===== src/hdl/weo_pkg.sv =====
package weo_pkg;

    localparam int CORDIC_STEPS_DEF = 16;
    localparam int ATAN_ENTRIES     = 24;
    localparam int ATAN_IDX_W       = 5;

    localparam logic [15:0] RADIUS_RST       = 16'd1311;
    localparam logic [15:0] INV_AXLE_RST     = 16'd4491;
    localparam logic [17:0] STEPS_PER_S_RST  = 18'd8000;

    localparam logic [1:0] REG_RADIUS       = 2'd0;
    localparam logic [1:0] REG_INV_AXLE     = 2'd1;
    localparam logic [1:0] REG_STEPS_PER_S  = 2'd2;

    localparam logic signed [15:0] PI_Q13      = 16'sd25736;
    localparam logic signed [15:0] HALF_PI_Q13 = 16'sd12868;
    localparam logic signed [15:0] NEG_PI_Q13  = -16'sd25736;
    localparam logic [26:0]        TWO_PI_Q13  = 27'd51472;
    localparam logic signed [32:0] CORDIC_X0   = 33'sd652032874;
    localparam logic [3:0]         WRAP_TOP    = 4'd10;

    typedef struct packed {
        logic signed [16:0] sum;
        logic signed [16:0] diff;
    } weo_item_t;

    typedef enum logic [3:0] {
        ST_IDLE,
        ST_TRAVEL,
        ST_DPROD,
        ST_DTHETA,
        ST_LOADD,
        ST_CORDIC,
        ST_POSX,
        ST_POSY,
        ST_FSPD,
        ST_TRATE,
        ST_TRCAP,
        ST_WRAP,
        ST_DONE
    } weo_state_t;

    function automatic logic signed [32:0] atan_q30(input logic [ATAN_IDX_W-1:0] idx);
        logic signed [32:0] v;
        unique case (idx)
            5'd0:    v = 33'sd843314857;
            5'd1:    v = 33'sd497837829;
            5'd2:    v = 33'sd263043837;
            5'd3:    v = 33'sd133525159;
            5'd4:    v = 33'sd67021687;
            5'd5:    v = 33'sd33543516;
            5'd6:    v = 33'sd16775851;
            5'd7:    v = 33'sd8388437;
            5'd8:    v = 33'sd4194283;
            5'd9:    v = 33'sd2097149;
            5'd10:   v = 33'sd1048576;
            5'd11:   v = 33'sd524288;
            5'd12:   v = 33'sd262144;
            5'd13:   v = 33'sd131072;
            5'd14:   v = 33'sd65536;
            5'd15:   v = 33'sd32768;
            5'd16:   v = 33'sd16384;
            5'd17:   v = 33'sd8192;
            5'd18:   v = 33'sd4096;
            5'd19:   v = 33'sd2048;
            5'd20:   v = 33'sd1024;
            5'd21:   v = 33'sd512;
            5'd22:   v = 33'sd256;
            5'd23:   v = 33'sd128;
            default: v = 33'sd0;
        endcase
        return v;
    endfunction

    function automatic logic signed [31:0] sat32(input logic signed [33:0] v);
        logic signed [31:0] r;
        if (v > 34'sh0_7FFF_FFFF)
            r = 32'sh7FFF_FFFF;
        else if (v < -34'sh0_8000_0000)
            r = 32'sh8000_0000;
        else
            r = v[31:0];
        return r;
    endfunction

    function automatic logic signed [23:0] sat24(input logic signed [39:0] v);
        logic signed [23:0] r;
        if (v > 40'sh00_007F_FFFF)
            r = 24'sh7F_FFFF;
        else if (v < -40'sh00_0080_0000)
            r = 24'sh80_0000;
        else
            r = v[23:0];
        return r;
    endfunction

endpackage


===== src/hdl/weo_front.sv =====
module weo_front (
    input  logic                clk,
    input  logic                rst_n,
    input  logic                in_valid,
    output logic                in_ready,
    input  logic signed [15:0]  left_delta,
    input  logic signed [15:0]  right_delta,
    output logic                pop_valid,
    input  logic                pop_ready,
    output weo_pkg::weo_item_t  pop_item
);
    import weo_pkg::*;

    weo_item_t  q_reg [2];
    logic       wr_ptr_reg, wr_ptr_next;
    logic       rd_ptr_reg, rd_ptr_next;
    logic [1:0] cnt_reg, cnt_next;
    logic       push, pop;
    weo_item_t  item;

    assign in_ready  = (cnt_reg != 2'd2);
    assign pop_valid = (cnt_reg != 2'd0);
    assign pop_item  = q_reg[rd_ptr_reg];
    assign push      = in_valid && in_ready;
    assign pop       = pop_valid && pop_ready;

    always_comb
    begin
        item.sum  = 17'(left_delta) + 17'(right_delta);
        item.diff = 17'(right_delta) - 17'(left_delta);
        wr_ptr_next = push ? ~wr_ptr_reg : wr_ptr_reg;
        rd_ptr_next = pop ? ~rd_ptr_reg : rd_ptr_reg;
        cnt_next    = cnt_reg + {1'b0, push} - {1'b0, pop};
    end

    always_ff @(posedge clk or negedge rst_n)
    begin
        if (!rst_n)
        begin
            wr_ptr_reg <= 1'b0;
            rd_ptr_reg <= 1'b0;
            cnt_reg    <= 2'd0;
        end
        else
        begin
            wr_ptr_reg <= wr_ptr_next;
            rd_ptr_reg <= rd_ptr_next;
            cnt_reg    <= cnt_next;
        end
    end

    always_ff @(posedge clk)
    begin
        if (push)
            q_reg[wr_ptr_reg] <= item;
    end

endmodule


===== src/hdl/weo_back.sv =====
module weo_back #(
    parameter int CORDIC_STEPS = weo_pkg::CORDIC_STEPS_DEF
) (
    input  logic                clk,
    input  logic                rst_n,
    input  logic                pop_valid,
    output logic                pop_ready,
    input  weo_pkg::weo_item_t  pop_item,
    input  logic [15:0]         radius,
    input  logic [15:0]         inverse_axle_length,
    input  logic [17:0]         steps_per_second,
    output logic                out_valid,
    input  logic                out_ready,
    output logic signed [31:0]  pos_x,
    output logic signed [31:0]  pos_y,
    output logic signed [15:0]  heading_angle,
    output logic signed [23:0]  forward_speed,
    output logic signed [23:0]  turn_rate
);
    import weo_pkg::*;

    localparam int CNT_W = $clog2(CORDIC_STEPS);

    weo_state_t         st_reg, st_next;
    weo_item_t          item_reg;
    logic signed [33:0] mul_a;
    logic signed [25:0] mul_b;
    logic signed [59:0] mul_reg;
    logic signed [32:0] travel_reg;
    logic signed [49:0] dtheta_reg;
    logic signed [32:0] cx_reg, cy_reg, cz_reg;
    logic               flip_reg;
    logic [CNT_W-1:0]   cnt_reg;
    logic [26:0]        wv_reg;
    logic [3:0]         wk_reg;
    logic signed [31:0] xacc_reg, yacc_reg;
    logic signed [15:0] hacc_reg;
    logic signed [23:0] fs_reg, tr_reg;
    logic               ov_reg, ov_next;
    logic signed [31:0] ox_reg, oy_reg;
    logic signed [15:0] oh_reg;
    logic signed [23:0] ofs_reg, otr_reg;

    logic signed [60:0] mul_ext;
    logic signed [25:0] c24, s24;
    logic signed [32:0] ysh, xsh, atan_v;
    logic signed [15:0] hf;
    logic signed [33:0] rd16;
    logic signed [60:0] wsum;
    logic [26:0]        wsub;
    logic               last_iter;
    logic               out_free;

    assign out_free  = !ov_reg || out_ready;
    assign pop_ready = (st_reg == ST_IDLE);
    assign last_iter = (cnt_reg == CNT_W'(CORDIC_STEPS - 1));

    always_comb
    begin
        st_next = st_reg;
        unique case (st_reg)
            ST_IDLE:   if (pop_valid) st_next = ST_TRAVEL;
            ST_TRAVEL: st_next = ST_DPROD;
            ST_DPROD:  st_next = ST_DTHETA;
            ST_DTHETA: st_next = ST_LOADD;
            ST_LOADD:  st_next = ST_CORDIC;
            ST_CORDIC: if (last_iter) st_next = ST_POSX;
            ST_POSX:   st_next = ST_POSY;
            ST_POSY:   st_next = ST_FSPD;
            ST_FSPD:   st_next = ST_TRATE;
            ST_TRATE:  st_next = ST_TRCAP;
            ST_TRCAP:  st_next = ST_WRAP;
            ST_WRAP:   if (wk_reg == 4'd0) st_next = ST_DONE;
            ST_DONE:   if (out_free) st_next = ST_IDLE;
            default:   st_next = ST_IDLE;
        endcase
    end

    always_comb
    begin
        if (st_reg == ST_DONE && out_free)
            ov_next = 1'b1;
        else if (ov_reg && out_ready)
            ov_next = 1'b0;
        else
            ov_next = ov_reg;
    end

    always_comb
    begin
        mul_ext = {mul_reg[59], mul_reg};
        c24  = 26'((33'(cx_reg) + 33'sd32) >>> 6);
        s24  = 26'((33'(cy_reg) + 33'sd32) >>> 6);
        if (flip_reg)
        begin
            c24 = -c24;
            s24 = -s24;
        end
        rd16 = 34'(({dtheta_reg[49], dtheta_reg} + 51'sd32768) >>> 16);
        mul_a = '0;
        mul_b = '0;
        unique case (st_reg)
            ST_TRAVEL:
            begin
                mul_a = 34'(item_reg.sum);
                mul_b = 26'({1'b0, radius});
            end
            ST_DPROD:
            begin
                mul_a = 34'(item_reg.diff);
                mul_b = 26'({1'b0, radius});
            end
            ST_DTHETA:
            begin
                mul_a = mul_reg[33:0];
                mul_b = 26'({1'b0, inverse_axle_length});
            end
            ST_POSX:
            begin
                mul_a = 34'(travel_reg);
                mul_b = c24;
            end
            ST_POSY:
            begin
                mul_a = 34'(travel_reg);
                mul_b = s24;
            end
            ST_FSPD:
            begin
                mul_a = 34'(travel_reg);
                mul_b = 26'({1'b0, steps_per_second});
            end
            ST_TRATE:
            begin
                mul_a = rd16;
                mul_b = 26'({1'b0, steps_per_second});
            end
            default:
            begin
                mul_a = '0;
                mul_b = '0;
            end
        endcase
        ysh    = cy_reg >>> cnt_reg;
        xsh    = cx_reg >>> cnt_reg;
        atan_v = atan_q30(ATAN_IDX_W'(cnt_reg));
        if (hacc_reg > HALF_PI_Q13)
            hf = hacc_reg - PI_Q13;
        else if (hacc_reg < -HALF_PI_Q13)
            hf = hacc_reg + PI_Q13;
        else
            hf = hacc_reg;
        wsum = ((mul_ext + (61'sd1 <<< 22)) >>> 23) + 61'(hacc_reg) + 61'(PI_Q13)
               + 61'(TWO_PI_Q13 << WRAP_TOP);
        wsub = TWO_PI_Q13 << wk_reg;
    end

    always_ff @(posedge clk or negedge rst_n)
    begin
        if (!rst_n)
        begin
            st_reg   <= ST_IDLE;
            xacc_reg <= '0;
            yacc_reg <= '0;
            hacc_reg <= '0;
            ov_reg   <= 1'b0;
        end
        else
        begin
            st_reg <= st_next;
            ov_reg <= ov_next;
            unique case (st_reg)
                ST_POSX: ;
                ST_POSY:
                    xacc_reg <= sat32(34'(xacc_reg) + 34'((mul_ext + (61'sd1 <<< 36)) >>> 37));
                ST_FSPD:
                    yacc_reg <= sat32(34'(yacc_reg) + 34'((mul_ext + (61'sd1 <<< 36)) >>> 37));
                ST_DONE:
                    if (out_free)
                        hacc_reg <= 16'(wv_reg) + NEG_PI_Q13;
                default: ;
            endcase
        end
    end

    always_ff @(posedge clk)
    begin
        mul_reg <= mul_a * mul_b;
        unique case (st_reg)
            ST_IDLE:
                if (pop_valid) item_reg <= pop_item;
            ST_DPROD:
                travel_reg <= mul_reg[32:0];
            ST_LOADD:
            begin
                dtheta_reg <= mul_reg[49:0];
                wv_reg     <= wsum[26:0];
                wk_reg     <= WRAP_TOP;
                cx_reg     <= CORDIC_X0;
                cy_reg     <= '0;
                cz_reg     <= 33'(hf) * 33'sd131072;
                flip_reg   <= (hacc_reg > HALF_PI_Q13) || (hacc_reg < -HALF_PI_Q13);
                cnt_reg    <= '0;
            end
            ST_CORDIC:
            begin
                if (!cz_reg[32])
                begin
                    cx_reg <= cx_reg - ysh;
                    cy_reg <= cy_reg + xsh;
                    cz_reg <= cz_reg - atan_v;
                end
                else
                begin
                    cx_reg <= cx_reg + ysh;
                    cy_reg <= cy_reg - xsh;
                    cz_reg <= cz_reg + atan_v;
                end
                cnt_reg <= cnt_reg + 1'b1;
            end
            ST_TRATE:
                fs_reg <= sat24(40'((mul_ext + (61'sd1 <<< 20)) >>> 21));
            ST_TRCAP:
                tr_reg <= sat24(40'((mul_ext + (61'sd1 <<< 13)) >>> 14));
            ST_WRAP:
            begin
                if (wv_reg >= wsub)
                    wv_reg <= wv_reg - wsub;
                if (wk_reg != 4'd0)
                    wk_reg <= wk_reg - 4'd1;
            end
            ST_DONE:
                if (out_free)
                begin
                    ox_reg  <= xacc_reg;
                    oy_reg  <= yacc_reg;
                    oh_reg  <= 16'(wv_reg) + NEG_PI_Q13;
                    ofs_reg <= fs_reg;
                    otr_reg <= tr_reg;
                end
            default: ;
        endcase
    end

    assign out_valid     = ov_reg;
    assign pos_x         = ox_reg;
    assign pos_y         = oy_reg;
    assign heading_angle = oh_reg;
    assign forward_speed = ofs_reg;
    assign turn_rate     = otr_reg;

endmodule


===== src/hdl/wheel_encoder_odometry_core.sv =====
// the single sequencer takes no new beat until it is done with the last; it runs
// the shared multiplier, the CORDIC loop and the heading wrap in turn
// a two-beat queue takes input while the sequencer works
// reset clears pose to zero and loads the default radius, axle and rate registers
module wheel_encoder_odometry_core #(
    parameter int CORDIC_STEPS = weo_pkg::CORDIC_STEPS_DEF
) (
    input  logic                clk,
    input  logic                rst_n,
    input  logic                cfg_we,
    input  logic [1:0]          cfg_index,
    input  logic [17:0]         cfg_data,
    input  logic                in_valid,
    output logic                in_ready,
    input  logic signed [15:0]  left_delta,
    input  logic signed [15:0]  right_delta,
    output logic                out_valid,
    input  logic                out_ready,
    output logic signed [31:0]  pos_x,
    output logic signed [31:0]  pos_y,
    output logic signed [15:0]  heading_angle,
    output logic signed [23:0]  forward_speed,
    output logic signed [23:0]  turn_rate
);
    import weo_pkg::*;

    logic [15:0] radius_reg;
    logic [15:0] inv_axle_reg;
    logic [17:0] sps_reg;
    logic        pop_valid, pop_ready;
    weo_item_t   pop_item;

    always_ff @(posedge clk or negedge rst_n)
    begin
        if (!rst_n)
        begin
            radius_reg   <= RADIUS_RST;
            inv_axle_reg <= INV_AXLE_RST;
            sps_reg      <= STEPS_PER_S_RST;
        end
        else if (cfg_we)
        begin
            unique case (cfg_index)
                REG_RADIUS:       radius_reg   <= cfg_data[15:0];
                REG_INV_AXLE:     inv_axle_reg <= cfg_data[15:0];
                REG_STEPS_PER_S:  sps_reg      <= cfg_data;
                default: ;
            endcase
        end
    end

    weo_front u_front (
        .clk         (clk),
        .rst_n       (rst_n),
        .in_valid    (in_valid),
        .in_ready    (in_ready),
        .left_delta  (left_delta),
        .right_delta (right_delta),
        .pop_valid   (pop_valid),
        .pop_ready   (pop_ready),
        .pop_item    (pop_item)
    );

    weo_back #(
        .CORDIC_STEPS (CORDIC_STEPS)
    ) u_back (
        .clk                 (clk),
        .rst_n               (rst_n),
        .pop_valid           (pop_valid),
        .pop_ready           (pop_ready),
        .pop_item            (pop_item),
        .radius              (radius_reg),
        .inverse_axle_length (inv_axle_reg),
        .steps_per_second    (sps_reg),
        .out_valid           (out_valid),
        .out_ready           (out_ready),
        .pos_x               (pos_x),
        .pos_y               (pos_y),
        .heading_angle       (heading_angle),
        .forward_speed       (forward_speed),
        .turn_rate           (turn_rate)
    );

`ifndef NO_ASSERTIONS
    a_heading_range: assert property (@(posedge clk) disable iff (!rst_n)
        out_valid |-> (heading_angle >= NEG_PI_Q13) && (heading_angle < PI_Q13))
        else $error("heading outside wrap range");

    a_full_has_item: assert property (@(posedge clk) disable iff (!rst_n)
        !in_ready |-> pop_valid)
        else $error("queue full without pending item");

    a_pop_when_idle: assert property (@(posedge clk) disable iff (!rst_n)
        (pop_valid && pop_ready) |=> !pop_ready)
        else $error("sequencer took a second item while busy");
`endif

endmodule

===== config.mk =====
export PLATFORM = sky130hd
export DESIGN_NAME = wheel_encoder_odometry_core
export DESIGN_NICKNAME = d
export VERILOG_FILES = /design/src/hdl/weo_pkg.sv /design/src/hdl/weo_front.sv /design/src/hdl/weo_back.sv /design/src/hdl/wheel_encoder_odometry_core.sv
export SDC_FILE = /design/constraint.sdc
export NUM_CORES = 2
export LEC_CHECK = 0
export BUFFER_PORTS_ARGS = -buffer_cell sky130_fd_sc_hd__buf_4
export CAP_MARGIN = 10
export CORE_MARGIN = 3
export CORE_UTILIZATION = 32
export DETAILED_ROUTE_END_ITERATION = 12
export PLACE_DENSITY = 0.56
export SYNTH_ARGS = -nofsm -noshare
export SYNTH_HDL_FRONTEND = slang
export SYNTH_SLANG_ARGS = --single-unit

===== constraint.sdc =====
create_clock -name clk -period 9.7 [get_ports clk]
set_input_delay 1.455 -clock clk [delete_from_list [all_inputs] [get_ports clk]]
set_output_delay 1.455 -clock clk [all_outputs]
set_load 0.005 [all_outputs]

==> impl_results.html <==
<table>
<tr><th>Metric</th><th>Value</th></tr>
<tr><th colspan="2">CTS</th></tr>
<tr><td>CTS tree</td><td>yes</td></tr>
<tr><td>Clock root buffer</td><td>clkbuf_16</td></tr>
<tr><td>Sinks on the clock net</td><td>slightly above 700</td></tr>
<tr><td>H-tree lvl count</td><td>3</td></tr>
<tr><td>Maximum number of buffers from clock root to sink</td><td>3</td></tr>
<tr><td>Total clock buffers created by CTS</td><td>between 80 and 90</td></tr>
<tr><td>Insertion delay of the later-clocked pin in the worst-skew pair</td><td>750 ps</td></tr>
<tr><td>Clock input transition at the sequential cells of the worst setup and hold paths</td><td>roughly 60 ps</td></tr>
<tr><th colspan="2">GRT</th></tr>
<tr><td>Via count of the first global-routing pass</td><td>64812</td></tr>
<tr><td>Overall overflow remaining after global route</td><td>0</td></tr>
<tr><td>Largest net degree at the start of global routing</td><td>81</td></tr>
<tr><td>First-pass GRT wire length</td><td>between 400000 and 500000 um</td></tr>
<tr><td>Initial antenna violation count</td><td>11</td></tr>
<tr><td>Combined global-route utilization of all metal layers</td><td>20.4%</td></tr>
<tr><th colspan="2">Layout</th></tr>
<tr><td>Seq. cell area</td><td>0.0196 mm2</td></tr>
<tr><td>Number of nets in the layout</td><td>around 10000</td></tr>
<tr><td>Area used by multi-input combinational logic</td><td>between 0.05 and 0.06 mm2</td></tr>
<tr><td>Total non-filler cell area in the finished layout</td><td>roughly 0.092 mm2</td></tr>
<tr><td>Number of flip-flops under the largest register name</td><td>66</td></tr>
<tr><td>Layout Utilization</td><td>a little under two fifths</td></tr>
<tr><td>Filler cell count</td><td>about 25000</td></tr>
<tr><td>Post-synthesis to final-layout area growth</td><td>16.1%</td></tr>
<tr><td>Proportion of layout cells with a drive suffix above 1</td><td>between 10 and 15%</td></tr>
<tr><th colspan="2">Yosys</th></tr>
<tr><td>Top post-synthesis cells by count</td><td>1183 x inv_1, 987 x nand2_1, 910 x fa_1</td></tr>
<tr><td>Total nets after synthesis</td><td>a little under 10000</td></tr>
<tr><td>Area fraction of the dominant cell type after synthesis</td><td>22.9%</td></tr>
<tr><td>Number of distinct library cells after synthesis</td><td>97</td></tr>
<tr><td>Cell taking the most area after synthesis</td><td>fa_1</td></tr>
<tr><td>Number of synthesized flops with an enable pin</td><td>between 400 and 500</td></tr>
<tr><td>Most common cell in the netlist</td><td>inv_1</td></tr>
<tr><td>Sequential element share of the synthesized area</td><td>24.7%</td></tr>
<tr><td>Synth async-reset ratio</td><td>between 10% and 20%</td></tr>
<tr><td>Gate Count Post-Synth</td><td>about 8500</td></tr>
<tr><td>Cells taking the most area after synthesis</td><td>fa_1 23%, edfxtp_1 18%, ha_1 7.2%</td></tr>
<tr><td>Synth Flop Type</td><td>edfxtp_1</td></tr>
<tr><td>Synth Register Bits</td><td>approximately 710</td></tr>
<tr><td>Number of warnings reported in the yosys synthesis log</td><td>0</td></tr>
<tr><td>Netlist Area Pre-Place</td><td>~0.079 mm2</td></tr>
<tr><td>Average cell area after synthesis</td><td>roughly 9.4 um2</td></tr>
<tr><th colspan="2">Run status</th></tr>
<tr><td>Outcome</td><td>completed</td></tr>
<tr><th colspan="2">Floorplan</th></tr>
<tr><td>Cell row count</td><td>182</td></tr>
<tr><td>Die Width</td><td>504 um</td></tr>
<tr><td>Core region area</td><td>0.246 mm2</td></tr>
<tr><td>Number of I/O pins</td><td>187</td></tr>
<tr><td>Die Outline Area</td><td>between 0.2 and 0.3 mm2</td></tr>
<tr><td>Height of the chip</td><td>504 um</td></tr>
<tr><td>Initial standard-cell utilization of the core</td><td>32.2%</td></tr>
<tr><th colspan="2">Detailed routing</th></tr>
<tr><td>Routed WL</td><td>approximately 270000 um</td></tr>
<tr><td>DR DRC count</td><td>0</td></tr>
<tr><td>DR vias/cell</td><td>roughly 5.2</td></tr>
<tr><td>Detailed router's first-iteration violation count</td><td>4899</td></tr>
<tr><td>Via Count</td><td>~64000</td></tr>
<tr><td>Average detailed-routed wire length per instance</td><td>roughly 22 um</td></tr>
<tr><td>Number of iterations in the first detailed-routing pass</td><td>6</td></tr>
<tr><td>DRT antenna net count</td><td>0</td></tr>
<tr><th colspan="2">STA</th></tr>
<tr><td>Final setup fails</td><td>0</td></tr>
<tr><td>Final-report hold violation count</td><td>0</td></tr>
<tr><td>Achievable Freq</td><td>about 0.11 GHz</td></tr>
<tr><td>Max-Slew Margin vs Limit</td><td>around 18%</td></tr>
<tr><td>Clock period minus final worst setup slack</td><td>between 9000 and 10000 ps</td></tr>
<tr><td>Worst-Margin Slew</td><td>between 1000 and 1500 ps</td></tr>
<tr><td>Tcrit/Tclk final</td><td>between 90 and 100%</td></tr>
<tr><td>Setup repair after global routing missed its margin</td><td>yes</td></tr>
<tr><td>Fin Setup TNS</td><td>0 ps</td></tr>
<tr><td>Worst Skew</td><td>approximately 41 ps</td></tr>
<tr><td>Final Max Slew Viols</td><td>0</td></tr>
<tr><th colspan="2">Min path</th></tr>
<tr><td>Hold crit path type</td><td>register to register</td></tr>
<tr><td>Hold wc startpoint</td><td>u_back.tr_reg[11]$_SDFFCE_PN1P_</td></tr>
<tr><th colspan="2">Worst setup path</th></tr>
<tr><td>Critical Path Slowest Stage Cell</td><td>fa_1</td></tr>
<tr><td>Top fanout value on the critical path</td><td>21</td></tr>
<tr><td>Crit. End Element</td><td>register</td></tr>
<tr><td>Endpoint arrival time on the critical path</td><td>just over 10000 ps</td></tr>
<tr><td>Largest incremental delay on the critical path</td><td>570 ps</td></tr>
<tr><td>Critical path start-end classification</td><td>register to register</td></tr>
<tr><td>Kind of start point of the critical path</td><td>register</td></tr>
<tr><td>CP Data Required Time</td><td>10350 ps</td></tr>
<tr><td>Startpoint of the lowest-slack register-to-register path</td><td>u_back.cx_reg[5]$_SDFFCE_PN1N_</td></tr>
<tr><td>Worst setup path startpoint</td><td>u_back.cx_reg[5]$_SDFFCE_PN1N_</td></tr>
<tr><td>Cell mode on critical path</td><td>fa_1</td></tr>
<tr><th colspan="2">Placement</th></tr>
<tr><td>Routability-driven placement congestion ratio</td><td>slightly below 1</td></tr>
<tr><td>Cell Area, Placed</td><td>slightly below 0.09 mm2</td></tr>
<tr><td>Buffers added on ports</td><td>186</td></tr>
<tr><td>Post-DP HPWL</td><td>216000 um</td></tr>
<tr><th colspan="2">Job</th></tr>
<tr><td>Max capacitance violation total</td><td>0</td></tr>
</table>
==> worst paths after layout <==
| path | end | slack [ps] | depth (start not counted) |
|---|---|---|---|
| hold / removal | u_back.turn_rate[11]$_DFFE_PP_ | 420 | 0 |
| setup / recovery | u_back.mul_reg[58]$_DFF_P_ | 230 | 37 |
| max in group asynchronous | inv_axle_reg[15]$_DFFE_PN0P_ | 7520 | 2 |
| min in group asynchronous | u_back.xacc_reg[26]$_DFFE_PN0P_ | 780 | 1 |
| hold reg to reg | u_back.turn_rate[11]$_DFFE_PP_ | 420 | 0 |
| setup reg to reg | u_back.mul_reg[58]$_DFF_P_ | 230 | 37 |
==> per-layer routing <==
metal / vias up / wire [um] / track usage, %
li1: 29266 / - / -
met1: 32020 / 118000 / 28.1
met2: 2305 / 119000 / 32.7
met3: 395 / 18100 / 3.27
met4: 4 / 10100 / 6.55
met5: - / 27 / 0
==> worst max-delay path: cells and delay by family (launching register included) <==
family / cells / cell delay, ps
DFF: 1 / 440
adders and majority gates: 9 / 4240
xor gates and xnor gates: 2 / 310
buffers and inverters: 10 / 1390
AOI/OAI and AO/OA: 11 / 1910
and+or+nand+nor: 5 / 1050
==> area by class of cell <==
class	instances	area share [%]
antenna	2	0.00543
clock buffer	118	2.68
clock inverter	43	0.603
inverter	1184	4.83
multi-input combinational	6188	59.3
sequential	705	21.3
tap	3312	4.50
timing repair buffer	764	6.83
==> placed cells by master (no fill, tap or decap), drive strengths merged, types with 88 or more instances in the layout <==
master	instances
xor2	248
and3	90
clkbuf	120
nand2	987
nor2	703
a21oi	338
nand3	147
dfrtp	120
mux2	139
xnor2	341
fa	910
o21ai	369
buf	762
a21o	113
ha	458
nor3	131
dfxtp	88
inv	1190
edfxtp	478
==> metrics by stage <==
step           cells  hold slack, ps  setup slack, ps
3_5_place_dp   12117             405             -638
5_1_grt        12315             429             -111
4_1_cts        12279             425            0.482
2_1_floorplan   8491             400             23.0
6_report       12316             423              230
3_3_place_gp   12117             402             -501
==> logic make-up after synthesis <==
| logic type | count (synthesis) | synth area share [%] |
|---|---|---|
| AND/OR/NAND/NOR | 2530 | 14.4 |
| buffers and inverters | 1598 | 7.60 |
| AO/OA/AOI/OAI | 1427 | 11.7 |
| adder cells (fa/ha/maj) | 1379 | 30.3 |
| flip-flops | 705 | 24.7 |
| XOR/XNOR | 589 | 6.50 |
| multiplexers | 263 | 4.80 |
==> timing repair <==
item                                    in CTS  in global routing
resized for setup                           23                158
pin swaps                                    2                 86
buffers inserted                             1                 33
hold buffers                                 0                  0
gates cloned                                 0                  2
endpoints found under the setup margin      21                 27
Power is left out: the tool's default activity adds up to more than one toggle a clock period on the data nets, which glitch-free logic cannot reach.
